==> src/rtl/core/grff_ram.sv <==
// Generic single-write, single-read synchronous RAM with registered read data.
`timescale 1ns / 1ps
module grff_ram #(
   parameter int WIDTH = 1,
   parameter int DEPTH = 64
) (
   input  logic                     clock,
   input  logic                     wr_en,
   input  logic [$clog2(DEPTH)-1:0] wr_addr,
   input  logic [WIDTH-1:0]         wr_data,
   input  logic                     rd_en,
   input  logic [$clog2(DEPTH)-1:0] rd_addr,
   output logic [WIDTH-1:0]         rd_data
);

   logic [WIDTH-1:0] mem [DEPTH];

   always_ff @(posedge clock) begin
      if (wr_en) begin
         mem[wr_addr] <= wr_data;
      end
      if (rd_en) begin
         rd_data <= mem[rd_addr];
      end
   end

endmodule

==> config.mk <==
export PLATFORM = sky130hd
export DESIGN_NAME = grff_ram
export DESIGN_NICKNAME = d
export VERILOG_FILES = /design/src/rtl/core/grff_ram.sv
export SDC_FILE = /design/constraint.sdc
export NUM_CORES = 1
export LEC_CHECK = 0
export BUFFER_PORTS_ARGS = -buffer_cell sky130_fd_sc_hd__buf_4
export CORE_UTILIZATION = 37
export CTS_CLUSTER_DIAMETER = 40
export DETAILED_ROUTE_END_ITERATION = 6
export PLACE_DENSITY = 0.64
export SYNTH_ARGS = -nofsm -noshare
export SYNTH_HDL_FRONTEND = slang
export SYNTH_SLANG_ARGS = --single-unit
==> constraint.sdc <==
create_clock -name clock -period 2.1 [get_ports clock]
set_input_delay 0.21 -clock clock [delete_from_list [all_inputs] [get_ports clock]]
set_output_delay 0.21 -clock clock [all_outputs]
set_load 0.05 [all_outputs]
=== Word level (Yosys, flattened, before mapping) ===
Memory sizes are Yosys's and may differ from the RTL's. A register that Yosys moved wholly into a read port is not among the register bits.
Index checks and enable logic that the tools add are counted.

* Input port bits: 16
* Memories: 1
* Latch bits: 0
* Bits in writable memories: 64
* Output and inout bits: 1
* Register bits: 0
* Bits in read-only memories: 0

{| class="wikitable"
|+ Memory list
! memory !! words !! width !! rd ports !! clocked after memory_dff !! write ports !! line !! source
|-
| mem || 64 || 1 || 1 || 1 || 1 || 16 || <nowiki>logic [WIDTH-1:0] mem [DEPTH];</nowiki>
|}

* Shift operators: 0
* Bitwise gates (word level): 0
* Order comparisons: 0
* Add/subtract/negate cells: 0
* Muxes and demuxes: 2
* Eq/ne operators: 0
* Multipliers: 0
* Div/mod/pow operators: 0
* Reductions and logical operators: 0

{| class="wikitable"
|+ Operators with widths
! kind !! count
|-
| 1-bit 2-to-1 mux || 2
|}

=== Depth between registers and ports, before layout ===
Gate-level depths: netlist of the first run.

* Depth after elaboration: 2
* Gate-level depth with buffers: 6
* Mapped depth without buffers: 4

=== Worst setup path before layout of the first run ===
Ideal clock, no wire load.

* Kind: reg-to-reg
* Start point: memory mem[3]
* End point: register rd_data (read register of mem), data pin
* Library setup time: 257 ps
* Stages on the path, launching flop included: 5
* Clock period less this slack: 1894 ps
* Arrival time: 1637 ps
* Buffers on the path: 0
* Path slack: 206 ps
* Cell sequence: edfxtp_1 -> mux4_1 -> mux4_2 -> or2_0 -> a32o_1

{| class="wikitable"
|+ RTL lines
! what !! line !! source
|-
| start: declaration || 16 ||
|-
| end: declaration || 13 || <nowiki>output logic [WIDTH-1:0] rd_data</nowiki>
|}

==> flow_metrics.env, run 1 <==
export IMPL_status="complete, but fails checks"
export IMPL_violations="DRC"
export IMPL_stdcell_count=328
export IMPL_dp_cells=312
export IMPL_track_usage_pct=15.64
export IMPL_grt_pass1_vias=1754
export IMPL_ys_types=24
export IMPL_drive_gt1_share_pct=17.70
export IMPL_syn_cell_area_mm2=0.002924
export IMPL_dr_total_vias=1691
export IMPL_wire_per_inst_um=18.23
export IMPL_power_uw=2612
export IMPL_grt_overflow_total=0
export IMPL_design_core_area_mm2=0.007687
export IMPL_synth_seq_area_share_pct=66.75
export IMPL_drt_first_pass_iters=6
export IMPL_synthTopCellsByArea="edfxtp_1 (67%), nor2_1 (8.6%), mux4_2 (7.7%), mux4_1 (6.3%), nand3_1 (1.5%)"
export IMPL_antenna_found_initial=0
export IMPL_avgSynthCellArea_um2=14.33
export IMPL_antenna_cells=0
export IMPL_synth_common_cells="nor2_1 (67), edfxtp_1 (65), clkbuf_1 (10), mux4_2 (10), nand3_1 (9)"
export IMPL_cts_tree="built"
export IMPL_clk_latency_ns=0.34
export IMPL_drv_slew=0
export IMPL_nNetsFinal=237
export IMPL_grt_max_degree=65
export IMPL_synth_top_flop_cell="edfxtp_1"
export IMPL_clk_pin_slew_ns=0.07
export IMPL_synth_top_area_share_pct=66.75
export IMPL_fill_cells=727
export IMPL_cp_slowest_cell="mux4_1"
export IMPL_path_cells="mux4_1, mux4_2, or2_0, a32o_1"
export IMPL_end_kind="register"
export IMPL_path_max_fanout=1
export IMPL_dieArea_mm2=0.008262
export IMPL_cts_repair_resized=0
export IMPL_p_per_area_mw_per_mm2=789.0
export IMPL_synth_net_count=220
export IMPL_hold_path_class="primary input to register"
export IMPL_fp_dieH_um=90.90
export IMPL_use_met2_pct=24.81
export IMPL_timing_final_hold_violations=0
export IMPL_io_pins=17
export IMPL_final_min_clock_period_ns=1.998
export IMPL_vias_per_cell=5.155
export IMPL_numCtsBuffers=9
export IMPL_place_congestion=0.7336
export IMPL_ys_seq_elements=65
export IMPL_final_util_pct=43.07
export IMPL_met1_usage_pct=19.11
export IMPL_syn_inst=204
export IMPL_syn_to_final_growth_pct=13.22
export IMPL_use_met3_pct=4.040
export IMPL_tightest_slew_ns=0.5683
export IMPL_clock_sinks=65
export IMPL_period_share_pct=95.13
export IMPL_worstSetupPathType="register to register"
export IMPL_die_w_um=90.90
export IMPL_cts_root_buf="clkbuf_8"
export IMPL_final_antenna_net_count=0
export IMPL_ir_drop_mv=0.2996
export IMPL_fmax_ghz=0.5006
export IMPL_totalWireLength_um=5981
export IMPL_io_buffers=16
export IMPL_critPathMaxStageDelay_ns=0.51
export IMPL_power_leakage_uw=0.001027
export IMPL_yosysTopAreaCell="edfxtp_1"
export IMPL_setup_viol=0
export IMPL_post_synth_top_count_cell="nor2_1"
export IMPL_grt_pass1_wl_um=9252
export IMPL_clockBufferDepth=2
export IMPL_dp_final_hpwl_um=3791
export IMPL_dp_slack_ns=0.06669
export IMPL_hold_buffers=0
export IMPL_async_flop_share_pct=0
export IMPL_synth_edff_count=65
export IMPL_fin_skew_ns=0.004085
export IMPL_h_tree_depth=3
export IMPL_drcViolationCount=2
export IMPL_num_rows=32
export IMPL_start_util_pct=38.04
export IMPL_postCtsSetupRepairBufs=0
export IMPL_grt_setup_unrepaired="false"
export IMPL_critPathLaunchType="register"
export IMPL_critPathRequiredTime_ns=2.20
export IMPL_worstPathArrival_ns=2.10
export IMPL_setup_slack_ns=0.1023
export IMPL_max_slew_margin_pct=62.11
export IMPL_drt_iter0_markers=121
export IMPL_yosys_warnings=0
export IMPL_setup_tns_ns=0
export IMPL_grt_busiest_layer="met2"
export IMPL_max_cap_viol_count=0
[stage by stage]
step / cell area (µm²) / hold slack [ns]
finish: 3311 / 0.06313
global route: 3311 / 0.04967
CTS: 3311 / 0.05332
detailed placement: 3133 / 0.4113
global placement: 3133 / 0.4151
floorplan: 2924 / 0.3089
[cell type report]
class                      instances  area [µm²]  share of cell area [%]
clock inverter                     5       46.29                   1.398
sequential                        65        1952                   58.96
timing repair buffer              18       135.1                   4.082
clock buffer                      11       131.4                   3.968
multi-input combinational        127       918.4                   27.74
tap                              102       127.6                   3.855
[worst max-delay path: cells and delay by family, from the launching register on]
kind | cells | cell delay (ns)
AOI/OAI and AO/OA | 1 | 0.20
DFF | 1 | 0.38
and+or+nand+nor | 1 | 0.21
muxes | 2 | 0.97
[state kept, by name, indices dropped and copies added (netlist names)]
name	count
mem	64
rd_data	1
[final timing paths]
kind,from,end,slack (ns),cells past startpoint
worst min register to register,mem[40]$_DFFE_PP_,rd_data$_DFFE_PP_,0.97,4
worst min-delay path,rd_en,rd_data$_DFFE_PP_,0.06,1
worst max-delay path,mem[5]$_DFFE_PP_,rd_data$_DFFE_PP_,0.10,4
worst max register to register,mem[5]$_DFFE_PP_,rd_data$_DFFE_PP_,0.10,4
[layer usage]
layer / wire length (µm) / up-vias / share of wire (%)
met4: 213 / 0 / 3.6
met3: 258 / 15 / 4.3
met1: 2512 / 828 / 42
li1: - / 803 / -
met5: 0 / - / 0
met2: 2997 / 45 / 50
[kinds of logic after synthesis]
group,share of synthesized area [%]
AO/OA/AOI/OAI,1.583
buffers and inverters,1.840
AND/OR/NAND/NOR,15.83
flip-flops,66.75
multiplexers,13.99
[power breakdown]
group	internal, µW	switching, µW	total [µW]	leakage (µW)
sequential	1440	2.30	1440	0.000586
combinational	73.2	112	185	0.000352
clock	535	452	987	0.0000898
[layout by cell type, fill, tap and decap left out, drive strengths merged, types with 3 or more instances in the layout]
| cell type | instances |
|---|---|
| nand4 | 3 |
| mux4 | 17 |
| nand3 | 9 |
| clkinv | 4 |
| buf | 18 |
| edfxtp | 65 |
| nor2 | 67 |
| nor2b | 5 |
| nand3b | 4 |
| nand2 | 7 |
| clkbuf | 11 |
Power figures use the tool's default switching activity.
==> run 2: changes to the inputs <==
--- a/config.mk
+++ b/config.mk
@@ -6,10 +6,12 @@
 export NUM_CORES = 1
 export LEC_CHECK = 0
 export BUFFER_PORTS_ARGS = -buffer_cell sky130_fd_sc_hd__buf_4
+export CELL_PAD_IN_SITES_DETAIL_PLACEMENT = 0
+export CELL_PAD_IN_SITES_GLOBAL_PLACEMENT = 1
 export CORE_UTILIZATION = 37
 export CTS_CLUSTER_DIAMETER = 40
 export DETAILED_ROUTE_END_ITERATION = 6
-export PLACE_DENSITY = 0.64
+export PLACE_DENSITY = 0.72
 export SYNTH_ARGS = -nofsm -noshare
 export SYNTH_HDL_FRONTEND = slang
 export SYNTH_SLANG_ARGS = --single-unit
==> run 2 against run 1 <==
Compared with the run above:
- the flow now finishes without violations
- critical path type unchanged
- worst hold slack better by 0.015 ns
- global-route usage down 0.11 points
- critical endpoint unchanged
- non-clock buffer count unchanged
- flip-flop and latch count did not move
- clock-buffer cell count down 1
- die area unchanged
- first-iteration DRC count rose by 35%
- register-to-register slack about the same
- sequential share of layout area down 0.38 points
- total power rose by 3.7%
- combinational power is 2% lower
- design area grew 0.64%
==> flow_metrics.env, run 2 (synthesis gave the netlist of run 1 again) <==
export IMPL_status="completed"
export IMPL_dr_total_vias=1674
export IMPL_clock_sinks=65
export IMPL_timing_final_hold_violations=0
export IMPL_critPathMaxStageDelay_ns=0.49
export IMPL_clk_latency_ns=0.33
export IMPL_io_buffers=16
export IMPL_start_util_pct=38.04
export IMPL_cts_root_buf="clkbuf_8"
export IMPL_drv_slew=0
export IMPL_drt_iter0_markers=163
export IMPL_hold_buffers=0
export IMPL_max_cap_viol_count=0
export IMPL_cts_repair_resized=0
export IMPL_power_leakage_uw=0.001036
export IMPL_drt_first_pass_iters=4
export IMPL_critPathBufInv=0
export IMPL_tightest_slew_ns=0.5290
export IMPL_clk_pin_slew_ns=0.07
export IMPL_grt_pass1_vias=1682
export IMPL_grt_overflow_total=0
export IMPL_grt_setup_unrepaired="false"
export IMPL_mostFrequentLayoutCells="nor2_1 (67), edfxtp_1 (65), buf_4 (18)"
export IMPL_design_core_area_mm2=0.007687
export IMPL_io_pins=17
export IMPL_met2_length_um=2819
export IMPL_cts_tree="built"
export IMPL_antenna_cells=0
export IMPL_setup_slack_ns=0.1065
export IMPL_wl_met1_um=2513
export IMPL_critPathLaunchType="register"
export IMPL_multiInputGateArea_um2=918.4
export IMPL_setup_viol=0
export IMPL_setup_tns_ns=0
export IMPL_fin_skew_ns=0.005661
export IMPL_numCtsBuffers=9
export IMPL_wire_per_inst_um=17.55
export IMPL_cp_slowest_cell="mux4_1"
export IMPL_top_layer_used="met4"
export IMPL_crit_family="multiplexers"
export IMPL_syn_to_final_growth_pct=13.95
export IMPL_final_min_clock_period_ns=1.993
export IMPL_path_max_fanout=1
export IMPL_critPathRequiredTime_ns=2.19
export IMPL_ir_drop_mv=0.3841
export IMPL_worstSetupPathType="register to register"
export IMPL_max_slew_margin_pct=64.73
export IMPL_place_congestion=0.7004
export IMPL_worstPathArrival_ns=2.08
export IMPL_period_share_pct=94.93
export IMPL_dieArea_mm2=0.008262
export IMPL_dp_final_hpwl_um=3669
export IMPL_fmax_ghz=0.5016
export IMPL_fill_cells=725
export IMPL_path_cells="mux4_1, mux4_2, or2_0, a32o_1"
export IMPL_num_rows=32
export IMPL_rrSetupSlack_ns=0.11
export IMPL_end_kind="register"
export IMPL_totalWireLength_um=5739
export IMPL_final_common_cell="nor2_1"
export IMPL_postCtsSetupRepairBufs=0
export IMPL_vias_per_cell=5.119
export IMPL_largest_register_ffs=64
export IMPL_die_w_um=90.90
export IMPL_h_tree_depth=3
export IMPL_top_regs="mem (64), rd_data (1)"
export IMPL_final_antenna_net_count=0
export IMPL_max_flop_register="mem"
export IMPL_drcViolationCount=0
export IMPL_clockBufferDepth=2
export IMPL_dr_wl_met3_um=370
export IMPL_dp_slack_ns=0.07569
export IMPL_track_usage_pct=15.52
export IMPL_drive_gt1_share_pct=17.78
export IMPL_hold_path_class="primary input to register"
export IMPL_antenna_found_initial=0
export IMPL_seq_area_mm2=0.001952
export IMPL_fp_dieH_um=90.90
export IMPL_grt_pass1_wl_um=9204
export IMPL_p_per_area_mw_per_mm2=813.1
export IMPL_nNetsFinal=237
export IMPL_grt_max_degree=65
-- run 2: changes by cell type in the layout (fill, tap and decap cells not counted) --
cell | before | now
bufinv_16 | 1 | 2
clkbuf_1 | 2 | 1
clkinv_2 | 1 | 0
-- run 2: report_power, final --
group | total (µW) | switching (µW) | internal (µW)
Sequential | 1440 | 2.36 | 1440
Combinational | 181 | 108 | 73.1
Clock | 1090 | 438 | 650
-- run 2: worst paths after layout --
kind              depth (start not counted)                end               from
setup reg to reg                          4  rd_data$_DFFE_PP_   mem[5]$_DFFE_PP_
hold / removal                            1  rd_data$_DFFE_PP_              rd_en
setup / recovery                          4  rd_data$_DFFE_PP_   mem[5]$_DFFE_PP_
hold reg to reg                           4  rd_data$_DFFE_PP_  mem[42]$_DFFE_PP_
-- run 2: layer usage --
layer	global-route usage, %	vias to the layer above
met5	0	-
met4	6.349	0
met3	5.556	2
met2	23.23	47
met1	20.56	825
li1	-	800
-- run 2: final cells by class --
cell class                 instances  area share [%]
timing repair buffer              18           4.056
clock buffer                      10           3.830
sequential                        65           58.58
tap                              102           3.830
multi-input combinational        127           27.56
clock inverter                     5           2.140
-- run 2: through the flow --
step	utilization [%]	power (µW)	hold slack (ns)	instance area, µm²	cells
3_5_place_dp	40.76	1652	0.4172	3133	312
6_report	43.34	2709	0.07784	3332	327
3_3_place_gp	40.76	1651	0.4115	3133	312
5_1_grt	43.34	2791	0.05510	3332	327
2_1_floorplan	-	1578	0.3089	2924	204
4_1_cts	43.34	2722	0.06519	3332	327
