[src/rtl/core/grff_pkg.sv]
// Shared types and constants of the grid region flood fill.
`timescale 1ns / 1ps
package grff_pkg;

   localparam int COORD_BITS_DEF  = 8;
   localparam int STACK_DEPTH_DEF = 8192;

   localparam int CSR_INDEX_BITS = 3;
   localparam int CSR_DATA_BITS  = 17;
   localparam int COUNT_BITS     = 17;

   localparam logic [CSR_INDEX_BITS-1:0] CSR_RECT_LEFT   = 3'd0;
   localparam logic [CSR_INDEX_BITS-1:0] CSR_RECT_RIGHT  = 3'd1;
   localparam logic [CSR_INDEX_BITS-1:0] CSR_RECT_BOTTOM = 3'd2;
   localparam logic [CSR_INDEX_BITS-1:0] CSR_RECT_TOP    = 3'd3;
   localparam logic [CSR_INDEX_BITS-1:0] CSR_DISC_CX     = 3'd4;
   localparam logic [CSR_INDEX_BITS-1:0] CSR_DISC_CY     = 3'd5;
   localparam logic [CSR_INDEX_BITS-1:0] CSR_DISC_RSQ    = 3'd6;

   localparam logic signed [7:0] RESET_RECT_LEFT   = -8'sd50;
   localparam logic signed [7:0] RESET_RECT_RIGHT  = 8'sd50;
   localparam logic signed [7:0] RESET_RECT_BOTTOM = -8'sd30;
   localparam logic signed [7:0] RESET_RECT_TOP    = 8'sd30;
   localparam logic signed [7:0] RESET_DISC_CX     = -8'sd5;
   localparam logic signed [7:0] RESET_DISC_CY     = 8'sd0;
   localparam logic [16:0]       RESET_DISC_RSQ    = 17'd400;

   localparam logic OP_FILL  = 1'b0;
   localparam logic OP_QUERY = 1'b1;

   localparam logic [1:0] HIT_NONE = 2'd0;
   localparam logic [1:0] HIT_DISC = 2'd1;
   localparam logic [1:0] HIT_RECT = 2'd2;

   typedef struct packed {
      logic signed [7:0] rect_left;
      logic signed [7:0] rect_right;
      logic signed [7:0] rect_bottom;
      logic signed [7:0] rect_top;
      logic signed [7:0] disc_center_x;
      logic signed [7:0] disc_center_y;
      logic [16:0]       disc_radius_sq;
   } cfg_type;

   typedef struct packed {
      logic on_grid;
      logic in_disc;
      logic in_rect;
   } region_type;

endpackage

[src/rtl/core/grff_region.sv]
// Region test of one probe cell: grid bounds, rectangle and disc, squares registered.
`timescale 1ns / 1ps
module grff_region #(
   parameter int COORD_BITS = grff_pkg::COORD_BITS_DEF,
   localparam int CW = ((COORD_BITS > 8) ? COORD_BITS : 8) + 2
) (
   input  logic                  clock,
   input  grff_pkg::cfg_type     cfg,
   input  logic signed [CW-1:0]  probe_x,
   input  logic signed [CW-1:0]  probe_y,
   output grff_pkg::region_type  region
);
   import grff_pkg::*;

   localparam int DW   = CW + 1;
   localparam int SQW  = 2 * DW;
   localparam int HALF = 1 << (COORD_BITS - 1);
   localparam logic signed [CW-1:0] GRID_MIN = CW'(-HALF);
   localparam logic signed [CW-1:0] GRID_MAX = CW'(HALF - 1);

   logic signed [DW-1:0]  dx, dy;
   logic signed [SQW-1:0] dx2, dy2;
   logic                  grid_in, rect_in;
   logic [SQW-1:0]        dx2_ff, dy2_ff;
   logic                  grid_ff, rect_ff;
   logic [SQW:0]          dist_sq;

   assign dx  = DW'(probe_x) - DW'(cfg.disc_center_x);
   assign dy  = DW'(probe_y) - DW'(cfg.disc_center_y);
   assign dx2 = dx * dx;
   assign dy2 = dy * dy;

   assign grid_in = (probe_x >= GRID_MIN) && (probe_x <= GRID_MAX) &&
                    (probe_y >= GRID_MIN) && (probe_y <= GRID_MAX);
   assign rect_in = (probe_x >= CW'(cfg.rect_left))   && (probe_x <= CW'(cfg.rect_right)) &&
                    (probe_y >= CW'(cfg.rect_bottom)) && (probe_y <= CW'(cfg.rect_top));

   always_ff @(posedge clock) begin
      dx2_ff  <= $unsigned(dx2);
      dy2_ff  <= $unsigned(dy2);
      grid_ff <= grid_in;
      rect_ff <= grid_in && rect_in;
   end

   assign dist_sq        = {1'b0, dx2_ff} + {1'b0, dy2_ff};
   assign region.on_grid = grid_ff;
   assign region.in_rect = rect_ff;
   assign region.in_disc = grid_ff && (dist_sq <= (SQW+1)'(cfg.disc_radius_sq));

endmodule

[config.mk]
export PLATFORM = sky130hd
export DESIGN_NAME = grff_region
export DESIGN_NICKNAME = d
export VERILOG_FILES = /design/src/rtl/core/grff_pkg.sv /design/src/rtl/core/grff_region.sv
export SDC_FILE = /design/constraint.sdc
export NUM_CORES = 1
export LEC_CHECK = 0
export ABC_CLOCK_PERIOD_IN_PS = 8960
export BUFFER_PORTS_ARGS = -buffer_cell sky130_fd_sc_hd__buf_2
export CORE_MARGIN = 3
export CORE_UTILIZATION = 64
export DETAILED_ROUTE_END_ITERATION = 10
export HOLD_SLACK_MARGIN = 0.06
export PLACE_DENSITY = 0.81
export REMOVE_ABC_BUFFERS = 1
export SKIP_CTS_REPAIR_TIMING = 1
export SYNTH_ARGS = -nofsm -noshare
export SYNTH_HDL_FRONTEND = slang
export SYNTH_SLANG_ARGS = --single-unit
[constraint.sdc]
create_clock -name clock -period 8.96 [get_ports clock]
set_input_delay 0.896 -clock clock [delete_from_list [all_inputs] [get_ports clock]]
set_output_delay 0.896 -clock clock [all_outputs]
set_load 0.03 [all_outputs]
* Word-level counts from Yosys, hierarchy flattened *
Cells that the tools add are included.

storage, ports and cells
  bits in writable memories = 0
  memory bits (read-only) = 0
  latch bits = 0
  register bits = 46
  logic and storage cells = 26
  memories kept = 0
  output and inout port bits = 3
  bits of input ports = 86

cells by class
  equal/unequal tests = 0
  shift-type cells = 0
  reduce and logical (&&, ||, !) cells = 8
  mux-type cells = 0
  $mul = 2
  $add $sub $neg = 3
  magnitude comparators = 9
  divide/modulo/power cells = 0
  bitwise operators = 0

operator list
  kind                                                                     number
  11-bit by 11-bit multiplier with 22-bit output                           2
  22-bit by 22-bit adder with 23-bit output                                1
  23-bit by 17-bit <= comparator with 1-bit output                         1
  10-bit by 8-bit subtractor with 11-bit output                            2
  10-bit by 8-bit >= comparator with 1-bit output                          2
  10-bit by 8-bit >= comparator with 1-bit output (second input constant)  2
  10-bit by 8-bit <= comparator with 1-bit output                          2
  10-bit by 8-bit <= comparator with 1-bit output (second input constant)  2
  1-bit logical AND                                                        8

* Depth between registers and ports, before layout *
Gate-level depths: netlist of the first run.

  depth in word-level cells = 5
  depth in mapped cells = 30
  gate-level depth less buffers = 29

* Least setup slack after synthesis of the first run *
No wires, ideal clock.

  path kind = in2reg
  start point = input probe_y[0]
  end point = register dy2_ff[20]
  setup time = 0.072 ns
  stages on the path = 27
  data required time = 8.888 ns
  arrival = 6.992 ns
  path slack = 1.895 ns
  path through = inv_1 > ha_1 > inv_1 > fa_1 > a21o_1 > a221o_1 > or2_1 > xnor2_2 > nor2_1 > fa_1 > inv_1 > fa_1 > fa_1 > inv_1 > fa_1 > inv_1 > fa_1 > inv_1 > ha_1 > o21a_1 > o31ai_1 > a31oi_1 > a41oi_1 > a21oi_1 > a21o_1 > a21oi_1 > xnor2_1

on the way
  longest elaborated chain between the ends = 2

ends and longest elaborated chain
  item                                            RTL line           RTL
  from (decl)                                     grff_region.sv:10  input logic signed [CW-1:0] probe_y,
  10-bit by 8-bit subtractor with 11-bit output   grff_region.sv:29  assign dy = DW'(probe_y) - DW'(cfg.disc_center_y);
  11-bit by 11-bit multiplier with 22-bit output  grff_region.sv:31  assign dy2 = dy * dy;
  net dy2[20]                                     grff_region.sv:22  logic signed [SQW-1:0] dx2, dy2;
  to (signal assigned)                            grff_region.sv:40  dy2_ff <= $unsigned(dy2);
  to (decl)                                       grff_region.sv:24  logic [SQW-1:0] dx2_ff, dy2_ff;

The timed path passes the listed nets, and every way through them passes these cells.

* Worst setup path in the final report of the first run *
  start point = input probe_x[0]
  end point = register dx2_ff[20]

on the way
  longest elaborated chain between the ends = 2

ends and longest elaborated chain
  item                                            RTL line           RTL
  from (decl)                                     grff_region.sv:9   input logic signed [CW-1:0] probe_x,
  10-bit by 8-bit subtractor with 11-bit output   grff_region.sv:28  assign dx = DW'(probe_x) - DW'(cfg.disc_center_x);
  11-bit by 11-bit multiplier with 22-bit output  grff_region.sv:30  assign dx2 = dx * dx;
  net dx2[20]                                     grff_region.sv:22
  to (signal assigned)                            grff_region.sv:39  dx2_ff <= $unsigned(dx2);
  to (decl)                                       grff_region.sv:24

The timed path passes the listed nets, and every way through them passes these cells.

==> impl_metrics.toml, run 1 <==
[worst_setup_path]
cp.arrival_ns = 7.83
start_kind = "input port"
crit_required_ns = 9.16
crit_fanout = 8
crit_type = "input port to flop"
cp-end-kind = "flop"

[route]
vias_per_cell = 5.47
postRouteWirelength_um = 26200
drcViolationCount = 0
wl_per_cell_um = 14.8
dr.first_iter.drc_count = 411
vias = 9666
drtPass1Iterations = 5
ant_nets = 0

[synth]
ys_types = 74
synth_top_flop_cell = "dfxtp_1"
syn_area_um2 = 12500
synth_warnings = 0
synth.avg_cell_area_um2 = 8.76
synth_edf_count = 0
synth_seq_area_share_pct = 7.05
async_reset_ff_share_pct = 0
ys_ff_latch = 44
synthCells = 1425

[clocking]
cts.clk_slew.worst_paths_ns = 0.06
root_buffer = "clkbuf_16"
numCtsBuffers = 5
htreeDepth = 2
cts_tree = "done"
clockBufferDepth = 2
clock_sinks = 44

[placed_design]
port_buffers = 88
gp_congestion = 0.977
hpwl_um = 23200

[sta]
fmax_mhz = 131
worstMarginPinSlew_ns = 0.887
rsz0062_at_grt = "no"
fin_crit_ns = 7.62
slew_headroom_pct = 40.6
tns_ns = 0
finalHoldViolCount = 0
finalMaxSlewViolations = 0
fin_crit_sh_pct = 85.1
setup_viol = 0

[die]
rows = 50
num_io_pins = 89
die-area_um2 = 21200
die_h_um = 146
start_util_pct = 65.9
design.core.area_um2 = 19000
die_x_um = 146

[finish]
syn_to_final_growth_pct = 7.18
layout_common_cells = "inv_1 (358), fa_1 (202), ha_1 (194)"
final_common_cell = "inv_1"
fin_nets = 1989
drive_above_1_share_pct = 8.69
n_antenna_cell = 0

[global_route]
grt_max_degree = 22
grt_pass1_vias = 10400
grt_busiest_layer = "met2"
grt_usage_pct = 25.5
grt_pass1_wl_um = 45500
met3_usage_pct = 3.27
antenna_found_initial = 0
grt_util_met2_pct = 46.3
grtUsageMet1_pct = 32.2
grt_overflow = 0

[min_path]
hold_class = "input port to flop"

[outcome]
status = "completed"

[run]
max_cap_viol_count = 0
[final timing paths]
kind	startpoint	to	slack (ns)	cells after the start
hold / removal	probe_x[9]	grid_ff$_DFF_P_	0.98	3
setup / recovery	probe_x[0]	dx2_ff[20]$_DFF_P_	1.34	27
[layer usage]
metal  wire, um  part of all wire, %  vias to the layer above
met5          0                    0                        -
met4        777                  3.0                        0
met3       1610                  6.1                       59
met2      13100                   50                      319
met1      10800                   41                     4600
li1           -                    -                     4688
[sequential cells by signal, summed over array words and instances (netlist names)]
name and cells:
grid_ff 1, rect_ff 1, dy2_ff 21, dx2_ff 21
[critical path: stages]
cell and delay, ns:
buf_2 0.09, inv_1 0.09, ha_1 0.17, inv_1 0.05, fa_1 0.39, a21o_1 0.21
nand4_1 0.11, nand4b_1 0.12, xnor2_1 0.59, inv_1 0.31, nand2_1 0.18, inv_1 0.07
fa_1 0.42, fa_1 0.50, inv_1 0.06, fa_1 0.53, inv_1 0.05, fa_1 0.49
fa_1 0.42, ha_1 0.39, and3_1 0.19, a211oi_1 0.46, a31oi_1 0.23, a21oi_1 0.23
o21ai_0 0.15, o21ai_0 0.24, xnor2_1 0.16
[cell usage after synthesis (all sizes together) (2+ instances only)]
library cell | instances | area share (%)
fa | 202 | 32
or2 | 5 | 0.25
a211o | 2 | 0.14
o2111ai | 6 | 0.42
a31o | 2 | 0.14
o311ai | 2 | 0.14
and2 | 19 | 0.95
nand3b | 4 | 0.24
nor2b | 12 | 0.60
nand3 | 17 | 0.68
o211ai | 7 | 0.50
and4 | 5 | 0.36
buf | 7 | 0.41
xor2 | 21 | 1.5
a211oi | 9 | 0.58
clkinv | 3 | 0.090
o21a | 14 | 0.84
ha | 194 | 19
a22oi | 2 | 0.16
nand2 | 97 | 2.9
nor2 | 87 | 2.6
nor3 | 16 | 0.64
nand4b | 2 | 0.14
nand4 | 14 | 0.75
a21o | 25 | 1.5
dfxtp | 44 | 7.1
and3 | 8 | 0.40
a41o | 2 | 0.17
a2111oi | 3 | 0.21
nand2b | 11 | 0.55
or3 | 8 | 0.40
o21ai | 33 | 1.4
mux2i | 2 | 0.16
a21oi | 52 | 2.1
a31oi | 16 | 1.0
xnor2 | 65 | 4.6
o31ai | 2 | 0.12
clkbuf | 14 | 0.44
inv | 361 | 11
a221oi | 3 | 0.26
o21bai | 8 | 0.48
a41oi | 6 | 0.42
nor4 | 4 | 0.25
[cell families (layout without fill, tap and decap cells)]
logic type / after synthesis / count (layout) / synth area share, %
fa+ha+maj: 396 / 396 / 51.8
flops: 44 / 44 / 7.05
mux: 2 / 2 / 0.160
buf+inv: 385 / 468 / 11.8
simple gates: 311 / 311 / 11.9
compound gates: 201 / 201 / 11.2
xor+xnor: 86 / 86 / 6.09
[per-stage QoR]
stage	cells	setup WS [ns]	hold WS [ns]	cell area, um^2	util, %
finish	1768	1.34	0.980	13400	70.6
global route	1768	0.877	1.02	13400	70.6
CTS	1768	1.40	0.973	13400	70.6
detailed placement	1760	1.11	1.28	13200	69.7
global placement	1760	1.40	1.27	13200	69.7
floorplan	1404	1.66	1.07	12400	-
[final cells by class]
type                    instances  area [um^2]
clock inverters                 2         38.8
fillers                      1487         5570
well taps                     260          325
repair buffers                 96          500
multi-input cells             996        10100
flip-flops and latches         44          881
inverters                     364         1370
clock buffers                   6          139
Power of run 1 is not shown: default switching activity piles up to over one toggle a cycle in this logic, so the estimate is an artifact.
==> inputs of run 2 (changes only) <==
- PLACE_DENSITY: 0.81 -> 0.9
==> impl_metrics.toml, run 2 (same netlist as run 1, synthesis figures left out) <==
[run]
max_cap_viol_count = 0

[sta]
worstMarginPinSlew_ns = 0.920
setup_viol = 0
slew_headroom_pct = 38.2
fmax_mhz = 130
finalMaxSlewViolations = 0
fin_crit_sh_pct = 85.8
fin_crit_ns = 7.69
rsz0062_at_grt = "no"
finalHoldViolCount = 0
tns_ns = 0

[route]
vias = 9995
dr.first_iter.drc_count = 737
vias_per_cell = 5.66
drcViolationCount = 1
postRouteWirelength_um = 27100
drtPass1Iterations = 9
ant_nets = 0
wl_per_cell_um = 15.4

[global_route]
grt_pass1_vias = 10800
grt_overflow = 0
grt_max_degree = 22
grt_usage_pct = 26.3
antenna_found_initial = 0
grt_pass1_wl_um = 47100

[min_path]
hold_class = "input port to flop"
holdPathStages = 3
hold_path_startpoint = "probe_y[9]"
hold_path_end = "grid_ff$_DFF_P_"

[finish]
n_antenna_cell = 0
layout_common_cells = "inv_1 (358), fa_1 (202), ha_1 (194)"
syn_to_final_growth_pct = 7.00
fin_nets = 1986
drive_above_1_share_pct = 8.50
largestRegisters = "dx2_ff (21), dy2_ff (21)"
final_common_cell = "inv_1"

[outcome]
status = "finished with violations"
violations = "design-rule violations"

[placed_design]
hpwl_um = 23400
gp_congestion = 0.976
port_buffers = 88

[clocking]
numCtsBuffers = 5
root_buffer = "clkbuf_16"
cts_tree = "done"
clock_sinks = 44
clockBufferDepth = 2
htreeDepth = 2
cts.clk_slew.worst_paths_ns = 0.06

[die]
num_io_pins = 89
die_x_um = 146
rows = 50
die-area_um2 = 21200
design.core.area_um2 = 19000
start_util_pct = 65.9
die_h_um = 146

[worst_setup_path]
start_kind = "input port"
cpPeakStageDelay_ns = 0.60
cp.arrival_ns = 7.91
crit_type = "input port to flop"
crit_fanout = 8
cp-end-kind = "flop"
crit_required_ns = 9.18
cp_slowest_cell = "xnor2_1"
[run 2: changes by cell type in the layout (fill, tap and decap cells not counted)]
cell | before | now
buf_4 | 8 | 5
[run 2: how the worst max path moves through the flow]
stage / startpoint / end / cells past startpoint
3_5_place_dp: probe_x[0] / dx2_ff[20]$_DFF_P_ / 27
4_1_cts: probe_x[0] / dx2_ff[20]$_DFF_P_ / 27
3_3_place_gp: probe_x[0] / dx2_ff[20]$_DFF_P_ / 27
5_1_grt: probe_x[0] / dx2_ff[20]$_DFF_P_ / 27
2_1_floorplan: cfg[18] / dy2_ff[20]$_DFF_P_ / 24
6_report: probe_x[0] / dx2_ff[20]$_DFF_P_ / 27
[run 2: through the flow]
step	hold WS [ns]	util (%)	worst slack, ns	cell area (um^2)	std cells
final	0.983	70.5	1.27	13400	1765
after global routing	1.00	70.5	0.743	13400	1765
after CTS	0.985	70.5	1.32	13400	1765
after detailed placement	1.28	69.5	1.14	13200	1757
after global placement	1.26	69.5	1.44	13200	1757
after floorplan	1.07	-	1.66	12400	1404
[run 2: area by class of cell]
class	count	area, um^2
clock buffers	6	139
clock inverters	2	38.8
fillers	1321	5600
inverters	364	1370
multi-input cells	996	10100
flip-flops and latches	44	881
well taps	260	325
repair buffers	93	478
[run 2: per-layer routing]
layer  wire length (um)  up-vias  share of wire (%)  track usage (%)
li1                   -     4677                  -                -
met3               2030       75                7.5             4.30
met4                680        0                2.5             6.60
met5                  0        -                  0                0
met2              14000      425                 52             49.0
met1              10400     4818                 38             31.5
[run 2: worst max-delay path, delay by kind of cell]
family,cells,cell delay (ns)
AO/OA/AOI/OAI,6,1.62
adder cells (fa/ha/maj),8,3.31
XOR/XNOR,2,0.75
AND/OR/NAND/NOR,4,0.60
buffers and inverters,7,0.72
Power of run 2 is left out for the same reason.
